## config.mk

```make
export PLATFORM = sky130hd
export DESIGN_NAME = mailbox_address_splitter_core_flat
export DESIGN_NICKNAME = d
export VERILOG_FILES = /design/src/rtl/core/mas_pkg.sv /design/src/rtl/core/mas_in_if.sv /design/src/rtl/core/mas_out_if.sv /design/src/rtl/core/mailbox_address_splitter_core.sv /design/src/flat_wrapper.sv
export SDC_FILE = /design/constraint.sdc
export NUM_CORES = 1
export LEC_CHECK = 0
export BUFFER_PORTS_ARGS = -buffer_cell sky130_fd_sc_hd__buf_4
export CAP_MARGIN = 5
export CELL_PAD_IN_SITES_DETAIL_PLACEMENT = 1
export CELL_PAD_IN_SITES_GLOBAL_PLACEMENT = 1
export CORE_MARGIN = 4
export CORE_UTILIZATION = 40
export DETAILED_ROUTE_END_ITERATION = 8
export PLACE_DENSITY_LB_ADDON = 0.15
export SKIP_CTS_REPAIR_TIMING = 1
export SYNTH_ARGS = -nofsm -noshare
export SYNTH_HDL_FRONTEND = slang
export SYNTH_SLANG_ARGS = --single-unit
export TNS_END_PERCENT = 10
```

## constraint.sdc

```tcl
create_clock -name i_clk -period 5.8 [get_ports i_clk]
set_clock_uncertainty 0.2 [all_clocks]
set_input_delay 1.45 -clock i_clk [delete_from_list [all_inputs] [get_ports i_clk]]
set_output_delay 1.45 -clock i_clk [all_outputs]
set_load 0.01 [all_outputs]
```

## src/rtl/core/mas_pkg.sv

```systemverilog
// ----------------------------------------------------------------------------
// mas_pkg
// Types and fixed codes shared by the mailbox address splitter files.
// ----------------------------------------------------------------------------
`default_nettype none

package mas_pkg;

    // payload widths
    localparam int unsigned BYTE_W   = 8;
    localparam int unsigned DEST_W   = 2;
    localparam int unsigned STATUS_W = 3;

    typedef logic [BYTE_W-1:0]   t_byte;
    typedef logic [DEST_W-1:0]   t_dest;
    typedef logic [STATUS_W-1:0] t_status;
    typedef logic [1:0]          t_ctx;

    // destination codes
    localparam t_dest DEST_DROP    = 2'd0;
    localparam t_dest DEST_NAME    = 2'd1;
    localparam t_dest DEST_COMMENT = 2'd2;
    localparam t_dest DEST_ADDR    = 2'd3;

    // parse context codes
    localparam t_ctx CTX_TOP     = 2'd0;
    localparam t_ctx CTX_COMMENT = 2'd1;
    localparam t_ctx CTX_ANGLE   = 2'd2;

    // end-of-string status codes
    localparam t_status ST_OK           = 3'd0;
    localparam t_status ST_OPEN_QUOTE   = 3'd1;
    localparam t_status ST_OPEN_COMMENT = 3'd2;
    localparam t_status ST_OPEN_ANGLE   = 3'd3;
    localparam t_status ST_NO_ADDR      = 3'd4;
    localparam t_status ST_ADDR_FROM_NAME = 3'd5;

    // special characters
    localparam t_byte CH_NUL       = 8'h00;
    localparam t_byte CH_TAB       = 8'h09;
    localparam t_byte CH_CR        = 8'h0D;
    localparam t_byte CH_SPACE     = 8'h20;
    localparam t_byte CH_QUOTE     = 8'h22;
    localparam t_byte CH_LPAREN    = 8'h28;
    localparam t_byte CH_RPAREN    = 8'h29;
    localparam t_byte CH_COMMA     = 8'h2C;
    localparam t_byte CH_LANGLE    = 8'h3C;
    localparam t_byte CH_RANGLE    = 8'h3E;
    localparam t_byte CH_BACKSLASH = 8'h5C;

endpackage

`default_nettype wire

```

## src/rtl/core/mas_in_if.sv

```systemverilog
// ----------------------------------------------------------------------------
// mas_in_if
// Valid/ready channel carrying one byte of the mailbox string or an end mark.
// ----------------------------------------------------------------------------
`default_nettype none

interface mas_in_if;
    logic           valid;
    logic           ready;
    mas_pkg::t_byte text_byte;
    logic           is_end;

    modport source (output valid, output text_byte, output is_end, input ready);
    modport sink   (input valid, input text_byte, input is_end, output ready);
endinterface

`default_nettype wire

```

## src/rtl/core/mas_out_if.sv

```systemverilog
// ----------------------------------------------------------------------------
// mas_out_if
// Valid/ready channel carrying one classified byte or the end status.
// ----------------------------------------------------------------------------
`default_nettype none

interface mas_out_if;
    logic             valid;
    logic             ready;
    mas_pkg::t_dest   dest;
    mas_pkg::t_byte   out_byte;
    logic             done_res;
    mas_pkg::t_status status;

    modport source (output valid, output dest, output out_byte, output done_res,
                    output status, input ready);
    modport sink   (input valid, input dest, input out_byte, input done_res,
                    input status, output ready);
endinterface

`default_nettype wire

```

## src/rtl/core/mailbox_address_splitter_core.sv

```systemverilog
// ----------------------------------------------------------------------------
// mailbox_address_splitter_core
// Byte-wise splitter of a mailbox string into display name, comment text and
// address spec, with an end-of-string status report.
// ----------------------------------------------------------------------------
// usage
//   i_in  : one transfer per string byte (text_byte), or an end mark (is_end)
//   o_out : exactly one transfer per input transfer, in order; dest/out_byte
//           say where the byte goes, done_res/status answer the end mark
//   a string is any run of byte transfers closed by one end transfer; the end
//   transfer returns the parser to its reset state for the next string
// timing
//   result valid is registered: the item goes into the input register, then
//   through the classifier and parser state update into the result register,
//   and only then can the result transfer take place; one item per cycle is
//   sustained while o_out.ready stays high, limited by the single parser
//   state update per clock
// reset
//   synchronous active-low i_rst_n empties both registers and clears the
//   parser state (top level, no quotes, no escape, depth zero)
// stall
//   while o_out.ready is low the result register holds; the input register
//   still takes one more transfer, then i_in.ready drops until space frees
// ----------------------------------------------------------------------------
`default_nettype none

module mailbox_address_splitter_core #(
    parameter int unsigned MAX_COMMENT_DEPTH = 255
) (
    input  wire         i_clk,
    input  wire         i_rst_n,
    mas_in_if.sink      i_in,
    mas_out_if.source   o_out
);

    localparam int unsigned DEPTH_W = $clog2(MAX_COMMENT_DEPTH + 1);
    localparam logic [DEPTH_W-1:0] DEPTH_MAX = DEPTH_W'(MAX_COMMENT_DEPTH);
    localparam logic [DEPTH_W-1:0] DEPTH_ONE = DEPTH_W'(1);
    localparam logic [DEPTH_W-1:0] DEPTH_ZERO = '0;

    // input register
    logic             r_in_valid;
    mas_pkg::t_byte   r_text_byte;
    logic             r_is_end;

    // result register
    logic             r_out_valid;
    mas_pkg::t_dest   r_dest;
    mas_pkg::t_byte   r_out_byte;
    logic             r_done_res;
    mas_pkg::t_status r_status;

    // parser state
    mas_pkg::t_ctx    r_context;
    logic             r_in_quotes;
    logic             r_escape;
    logic [DEPTH_W-1:0] r_depth;
    logic             r_stopped;
    logic             r_name_nonblank;
    logic             r_addr_nonblank;

    mas_pkg::t_ctx    n_context;
    logic             n_in_quotes;
    logic             n_escape;
    logic [DEPTH_W-1:0] n_depth;
    logic             n_stopped;
    logic             n_name_nonblank;
    logic             n_addr_nonblank;
    mas_pkg::t_dest   n_dest;
    mas_pkg::t_byte   n_out_byte;
    logic             n_done_res;
    mas_pkg::t_status n_status;

    mas_pkg::t_dest   ctx_dest;
    mas_pkg::t_status end_status;
    logic             ob_blank;
    logic [DEPTH_W-1:0] depth_dec;
    logic             advance;

    // the item in the input register moves on when the result slot is free
    assign advance    = r_in_valid && (!r_out_valid || o_out.ready);
    assign i_in.ready = !r_in_valid || advance;

    assign o_out.valid    = r_out_valid;
    assign o_out.dest     = r_dest;
    assign o_out.out_byte = r_out_byte;
    assign o_out.done_res = r_done_res;
    assign o_out.status   = r_status;

    // destination that follows the current context
    always_comb begin
        unique case (r_context)
            mas_pkg::CTX_COMMENT: ctx_dest = mas_pkg::DEST_COMMENT;
            mas_pkg::CTX_ANGLE:   ctx_dest = mas_pkg::DEST_ADDR;
            default:              ctx_dest = mas_pkg::DEST_NAME;
        endcase
    end

    // outcome of the string as it stands
    always_comb begin
        if (r_in_quotes) begin
            end_status = mas_pkg::ST_OPEN_QUOTE;
        end else if (r_context == mas_pkg::CTX_COMMENT) begin
            end_status = mas_pkg::ST_OPEN_COMMENT;
        end else if (r_context == mas_pkg::CTX_ANGLE) begin
            end_status = mas_pkg::ST_OPEN_ANGLE;
        end else if (!r_addr_nonblank) begin
            end_status = r_name_nonblank ? mas_pkg::ST_ADDR_FROM_NAME
                                         : mas_pkg::ST_NO_ADDR;
        end else begin
            end_status = mas_pkg::ST_OK;
        end
    end

    assign depth_dec = (r_depth != DEPTH_ZERO) ? r_depth - DEPTH_ONE : r_depth;

    // byte classifier and parser state update
    always_comb begin
        n_context       = r_context;
        n_in_quotes     = r_in_quotes;
        n_escape        = r_escape;
        n_depth         = r_depth;
        n_stopped       = r_stopped;
        n_name_nonblank = r_name_nonblank;
        n_addr_nonblank = r_addr_nonblank;
        n_dest          = mas_pkg::DEST_DROP;
        n_out_byte      = mas_pkg::CH_NUL;
        n_done_res      = 1'b0;
        n_status        = mas_pkg::ST_OK;

        if (r_is_end) begin
            // report and return to the reset state
            n_done_res      = 1'b1;
            n_status        = end_status;
            n_context       = mas_pkg::CTX_TOP;
            n_in_quotes     = 1'b0;
            n_escape        = 1'b0;
            n_depth         = DEPTH_ZERO;
            n_stopped       = 1'b0;
            n_name_nonblank = 1'b0;
            n_addr_nonblank = 1'b0;
        end else if (r_stopped) begin
            // everything dropped until the end mark
        end else if (r_text_byte == mas_pkg::CH_NUL) begin
            n_stopped = 1'b1;
        end else if (r_escape) begin
            n_escape   = 1'b0;
            n_dest     = ctx_dest;
            n_out_byte = r_text_byte;
        end else if (r_text_byte == mas_pkg::CH_BACKSLASH) begin
            n_escape   = 1'b1;
            n_dest     = ctx_dest;
            n_out_byte = r_text_byte;
        end else if (r_context == mas_pkg::CTX_COMMENT) begin
            n_dest     = mas_pkg::DEST_COMMENT;
            n_out_byte = r_text_byte;
            if (r_text_byte == mas_pkg::CH_LPAREN) begin
                if (r_depth < DEPTH_MAX) begin
                    n_depth = r_depth + DEPTH_ONE;
                end
            end else if (r_text_byte == mas_pkg::CH_RPAREN) begin
                n_depth = depth_dec;
                // outermost comment closes into a space
                if (depth_dec == DEPTH_ZERO) begin
                    n_context  = mas_pkg::CTX_TOP;
                    n_out_byte = mas_pkg::CH_SPACE;
                end
            end
        end else if (r_context == mas_pkg::CTX_ANGLE) begin
            if (r_text_byte == mas_pkg::CH_QUOTE) begin
                n_in_quotes = !r_in_quotes;
                n_dest      = mas_pkg::DEST_ADDR;
                n_out_byte  = r_text_byte;
            end else if (r_text_byte == mas_pkg::CH_RANGLE && !r_in_quotes) begin
                n_context = mas_pkg::CTX_TOP;
            end else begin
                n_dest     = mas_pkg::DEST_ADDR;
                n_out_byte = r_text_byte;
            end
        end else begin
            if (r_text_byte == mas_pkg::CH_QUOTE) begin
                n_in_quotes = !r_in_quotes;
                n_dest      = mas_pkg::DEST_NAME;
                n_out_byte  = r_text_byte;
            end else if (r_text_byte == mas_pkg::CH_LPAREN && !r_in_quotes) begin
                n_context = mas_pkg::CTX_COMMENT;
                n_depth   = DEPTH_ONE;
            end else if (r_text_byte == mas_pkg::CH_LANGLE && !r_in_quotes) begin
                n_context = mas_pkg::CTX_ANGLE;
            end else if (r_text_byte == mas_pkg::CH_COMMA && !r_in_quotes) begin
                // unquoted comma ends the parse
                n_stopped = 1'b1;
            end else begin
                n_dest     = mas_pkg::DEST_NAME;
                n_out_byte = r_text_byte;
            end
        end

        // space, tab, lf, vt, ff, cr
        ob_blank = (n_out_byte == mas_pkg::CH_SPACE) ||
                   (n_out_byte >= mas_pkg::CH_TAB && n_out_byte <= mas_pkg::CH_CR);

        if (!r_is_end) begin
            if (n_dest == mas_pkg::DEST_NAME && !ob_blank) begin
                n_name_nonblank = 1'b1;
            end
            if (n_dest == mas_pkg::DEST_ADDR && !ob_blank) begin
                n_addr_nonblank = 1'b1;
            end
        end
    end

    // control state
    always_ff @(posedge i_clk) begin
        if (!i_rst_n) begin
            r_in_valid      <= 1'b0;
            r_out_valid     <= 1'b0;
            r_context       <= mas_pkg::CTX_TOP;
            r_in_quotes     <= 1'b0;
            r_escape        <= 1'b0;
            r_depth         <= DEPTH_ZERO;
            r_stopped       <= 1'b0;
            r_name_nonblank <= 1'b0;
            r_addr_nonblank <= 1'b0;
        end else begin
            if (i_in.ready) begin
                r_in_valid <= i_in.valid;
            end
            if (advance) begin
                r_out_valid     <= 1'b1;
                r_context       <= n_context;
                r_in_quotes     <= n_in_quotes;
                r_escape        <= n_escape;
                r_depth         <= n_depth;
                r_stopped       <= n_stopped;
                r_name_nonblank <= n_name_nonblank;
                r_addr_nonblank <= n_addr_nonblank;
            end else if (o_out.ready) begin
                r_out_valid <= 1'b0;
            end
        end
    end

    // payload registers
    always_ff @(posedge i_clk) begin
        if (i_in.ready && i_in.valid) begin
            r_text_byte <= i_in.text_byte;
            r_is_end    <= i_in.is_end;
        end
        if (advance) begin
            r_dest     <= n_dest;
            r_out_byte <= n_out_byte;
            r_done_res <= n_done_res;
            r_status   <= n_status;
        end
    end

    // open comment always has a nonzero depth
    a_comment_depth: assert property (@(posedge i_clk) disable iff (!i_rst_n)
        r_context == mas_pkg::CTX_COMMENT |-> r_depth != DEPTH_ZERO)
        else $error("comment context with zero depth");

    // input side stalls only while holding an item
    a_stall_holds: assert property (@(posedge i_clk) disable iff (!i_rst_n)
        !i_in.ready |-> r_in_valid && r_out_valid && !o_out.ready)
        else $error("input stalled without a blocked item");

    // end report carries no byte
    a_end_dropped: assert property (@(posedge i_clk) disable iff (!i_rst_n)
        r_out_valid && r_done_res |->
            r_dest == mas_pkg::DEST_DROP && r_out_byte == mas_pkg::CH_NUL)
        else $error("end report carries a byte");

    // byte results carry no status
    a_byte_status: assert property (@(posedge i_clk) disable iff (!i_rst_n)
        r_out_valid && !r_done_res |-> r_status == mas_pkg::ST_OK)
        else $error("status on a byte result");

    // end mark leaves the parser in its reset state
    a_end_resets: assert property (@(posedge i_clk) disable iff (!i_rst_n)
        advance && r_is_end |=>
            r_context == mas_pkg::CTX_TOP && !r_in_quotes && !r_escape &&
            !r_stopped && r_depth == DEPTH_ZERO)
        else $error("parser state not cleared after end mark");

endmodule

`default_nettype wire
```

## src/flat_wrapper.sv

```systemverilog
// flat-port wrapper written by rule: the top's interface ports become plain ports
module mailbox_address_splitter_core_flat 
#(
    parameter int unsigned MAX_COMMENT_DEPTH = 255
)
  (i_clk, i_rst_n, i_in_valid, i_in_text_byte, i_in_is_end, i_in_ready, o_out_valid, o_out_dest, o_out_out_byte, o_out_done_res, o_out_status, o_out_ready);
  mas_in_if i_in_i ();
  mas_out_if o_out_i ();
  input  wire i_clk;
  input  wire i_rst_n;
  input wire logic [$bits(i_in_i.valid)-1:0] i_in_valid;
  input wire logic [$bits(i_in_i.text_byte)-1:0] i_in_text_byte;
  input wire logic [$bits(i_in_i.is_end)-1:0] i_in_is_end;
  output wire logic [$bits(i_in_i.ready)-1:0] i_in_ready;
  output wire logic [$bits(o_out_i.valid)-1:0] o_out_valid;
  output wire logic [$bits(o_out_i.dest)-1:0] o_out_dest;
  output wire logic [$bits(o_out_i.out_byte)-1:0] o_out_out_byte;
  output wire logic [$bits(o_out_i.done_res)-1:0] o_out_done_res;
  output wire logic [$bits(o_out_i.status)-1:0] o_out_status;
  input wire logic [$bits(o_out_i.ready)-1:0] o_out_ready;
  assign i_in_i.valid = i_in_valid;
  assign i_in_i.text_byte = i_in_text_byte;
  assign i_in_i.is_end = i_in_is_end;
  assign i_in_ready = i_in_i.ready;
  assign o_out_valid = o_out_i.valid;
  assign o_out_dest = o_out_i.dest;
  assign o_out_out_byte = o_out_i.out_byte;
  assign o_out_done_res = o_out_i.done_res;
  assign o_out_status = o_out_i.status;
  assign o_out_i.ready = o_out_ready;
  mailbox_address_splitter_core #(.MAX_COMMENT_DEPTH(MAX_COMMENT_DEPTH)) u_core (.i_clk(i_clk), .i_rst_n(i_rst_n), .i_in(i_in_i), .o_out(o_out_i));
endmodule
```

==> impl_results.md <==
* Storage cell area at 0.00103 sq mm
* Deepest clock path buffer count at 2
* CTS tree: yes
* Hold Vio Cnt, Final at 0
* Worst Hold End: u_core.r_context[0]$_SDFFE_PN0P_
* Pins Over Slew Limit at 0
* Clk slew on worst S/H paths at 80 ps
* DR WL/cell at 18.4 um
* Synthesized net count at 291
* Share of layout cells above drive strength 1 at 0.193
* Synth Area in XOR/XNOR at 0.00680
* Leak at 1.10 nW
* CTS root buffer: clkbuf_8
* Largest net degree at the start of global routing at 20
* Total gr overflow at 0
* Die area at 0.00779 sq mm
* Area of the mapped netlist at 0.00258 sq mm
* Synth Flop Type: edfxtp_1
* WL met2 at 3.15 mm
* Clock latency at the later pin of the worst-skew pair at 290 ps
* Initial Util at 0.423
* Setup_tns at 0 ps
* Worst Hold Launch: u_core.r_context[0]$_SDFFE_PN0P_
* Period utilisation layout at 0.632
* Syn Area/Cell at 9.44 sq um
* Critical path endpoint category: primary output
* Share of Yosys cell area claimed by the top area cell type at 0.268
* Starting DRT DRC Count at 111
* Top layer in use: met4
* Status: finished, final reports clean
* Core area at 0.00610 sq mm
* Mux cell area share after synthesis at 0.00777
* Synth Instances at 273
* Final setup violation count at 0
* Boundary pin count at 29
* DIE WIDTH at 88.3 um
* R2R depth at 7
* Hold crit path type: flop to flop
* PortBufs at 28
* Area delta synth->final at 12.3%
* Worst R2R End: u_core.r_depth[0]$_SDFFE_PN0P_
* TritonCTS Buffers at 5
* VDD IR max at 0.154 mV
* # rows at 28
* Overall Power at 0.627 mW
* Worst Tran Pin Value at 734 ps
* Hold Path Cell Cnt at 2
* Max-Cap Viols at 0
* RD Place Congestion at 0.827
* Fin crit period at 3660 ps
* Routed length on met1 at 3.27 mm
* Gr usage total at 0.187
* Wirelength, routed at 6.82 mm
* P per Cell Area at 217 mW/mm^2
* RSZ-0062 raised after global routing: no
* DP HPWL at 4.97 mm
* Met3 Routed Length at 330 um
* Vias per cell at 5.99
* Worst reg2reg path startpoint: u_core.r_text_byte[2]$_DFFE_PP_
* Post-synth cell types at 73
* DR vias at 2,218
* Synth Area in Adders at 0.0243
* H-Tree Depth at 2
* Most instantiated cells after synthesis: nor2_1 (24), edfxtp_1 (23), nand2_1 (22)
* Number of synthesized register bits at 40
* Compound-gate portion of the synthesized area at 0.227
* Worst-path fanout max at 4
* Antenna violations before repair at 0
* Multi-input gate area at 0.00138 sq mm
* Sink Count at 40
* Peak Freq at 273 MHz
* Setup slack, reg-to-reg at 2720 ps
* Min Hold Slack at 288 ps
* Ys Warns at 0
* First-pass DRT Iterations at 4
* Routed Antenna Nets at 0
* Simple-Gate Fraction of Synth Area at 0.269
* Nets@finish at 312
* Via count of the first global-routing pass at 2,135
* Cell with the most instances after synthesis: nor2_1
* WS Path Type: primary input to primary output
* Largest cells by area after synthesis: edfxtp_1 (27%), dfxtp_1 (13%), nor2_1 (3.5%)
* Filler cell count at 719
* First-pass GRT wire length at 11.2 mm
* Post-synth ARST share at 0
* Main combinational cell family by area after synthesis: simple AND/OR/NAND/NOR gates
* Seq/Total Area, Yosys at 0.400
* Diode count at 0
* Die Y at 88.3 um
* Arr. time, crit path at 2010 ps
* Post-synth EDFFs at 23
* Slew margin rel. at 0.510
* Yosys top cell by area: edfxtp_1
* Worst setup SP type: primary input
* DRC Markers at 0
* CP required at 4150 ps
-- metal layers --
layer / global-route usage / vias to the layer above
li1: - / 1067
met1: 0.270 / 1090
met3: 0.0326 / 8
met4: 0.0481 / 0
met5: 0 / -
met2: 0.292 / 53
-- area by class of cell --
class | count | area share
tap | 75 | 0.0324
clock inverter | 3 | 0.0160
inverter | 18 | 0.0233
clock buffer | 5 | 0.0238
sequential | 40 | 0.356
multi-input combinational | 201 | 0.476
timing repair buffer | 28 | 0.0726
-- registers in the layout (all words and copies together), names as in the netlist, 2 cells and up --
register               cells
u_core.o_out.out_byte      8
u_core.r_depth             8
u_core.r_text_byte         8
u_core.o_out.status        3
u_core.o_out.dest          2
u_core.r_context           2
-- worst max-delay path, stage by stage --
cell and delay, ps:
buf_4 110, nor2b_1 210, nand2_1 100, buf_4 150
-- metrics by stage --
| step | worst slack (ps) | cell area (sq um) | cells | utilization |
|---|---|---|---|---|
| 6_report | 2140 | 2890 | 370 | 0.475 |
| 5_1_grt | 2070 | 2890 | 370 | 0.475 |
| 4_1_cts | 2130 | 2890 | 370 | 0.475 |
| 3_5_place_dp | 2140 | 2780 | 362 | 0.456 |
| 3_3_place_gp | 2150 | 2780 | 362 | 0.456 |
| 2_1_floorplan | 2400 | 2580 | 273 | - |
-- cell usage in the layout (no fill, tap or decap), types with 3 or more instances in the layout --
cell type,netlist,final
a21oi_1,9,9
ha_1,5,5
clkbuf_8,0,5
o21ai_1,3,3
nand2_1,22,22
and2_1,4,4
and3_1,4,4
a211oi_1,4,4
a21boi_0,4,4
nand3_1,13,13
a31oi_1,4,4
or3_1,3,3
o21bai_1,3,3
or2_2,3,3
dfxtp_1,17,17
nor2b_1,7,7
nor4_1,5,5
or2b_1,3,3
edfxtp_1,23,23
o21ai_0,13,13
nor4b_1,3,3
buf_4,2,28
inv_1,18,18
nand4_1,6,6
nor2_1,24,24
-- how the worst max path moves through the flow --
| stage | slack (ps) | cells after the start | from | to |
|---|---|---|---|---|
| final | 2140 | 4 | o_out_ready | i_in_ready |
| after global routing | 2070 | 4 | o_out_ready | i_in_ready |
| after CTS | 2130 | 4 | o_out_ready | i_in_ready |
| after detailed placement | 2140 | 4 | o_out_ready | i_in_ready |
| after global placement | 2150 | 4 | o_out_ready | i_in_ready |
| after floorplan | 2400 | 2 | o_out_ready | i_in_ready |
-- cell families (layout without fill, tap and decap cells) --
group,count (synthesis),after routing
AOI/OAI and AO/OA,74,74
buffers and inverters,32,54
xor gates and xnor gates,2,2
muxes,2,2
and+or+nand+nor,118,118
adders and majority gates,5,5
DFF,40,40
-- power by group --
| part | switching (mW) | leakage [nW] | total, mW | internal, mW |
|---|---|---|---|---|
| sequential | 0.0137 | 0.359 | 0.326 | 0.312 |
| clock | 0.102 | 0.0548 | 0.232 | 0.130 |
| combinational | 0.0392 | 0.689 | 0.0697 | 0.0305 |
| total | 0.155 | 1.10 | 0.627 | 0.472 |
Note: power is estimated with default switching activity, not from simulation.
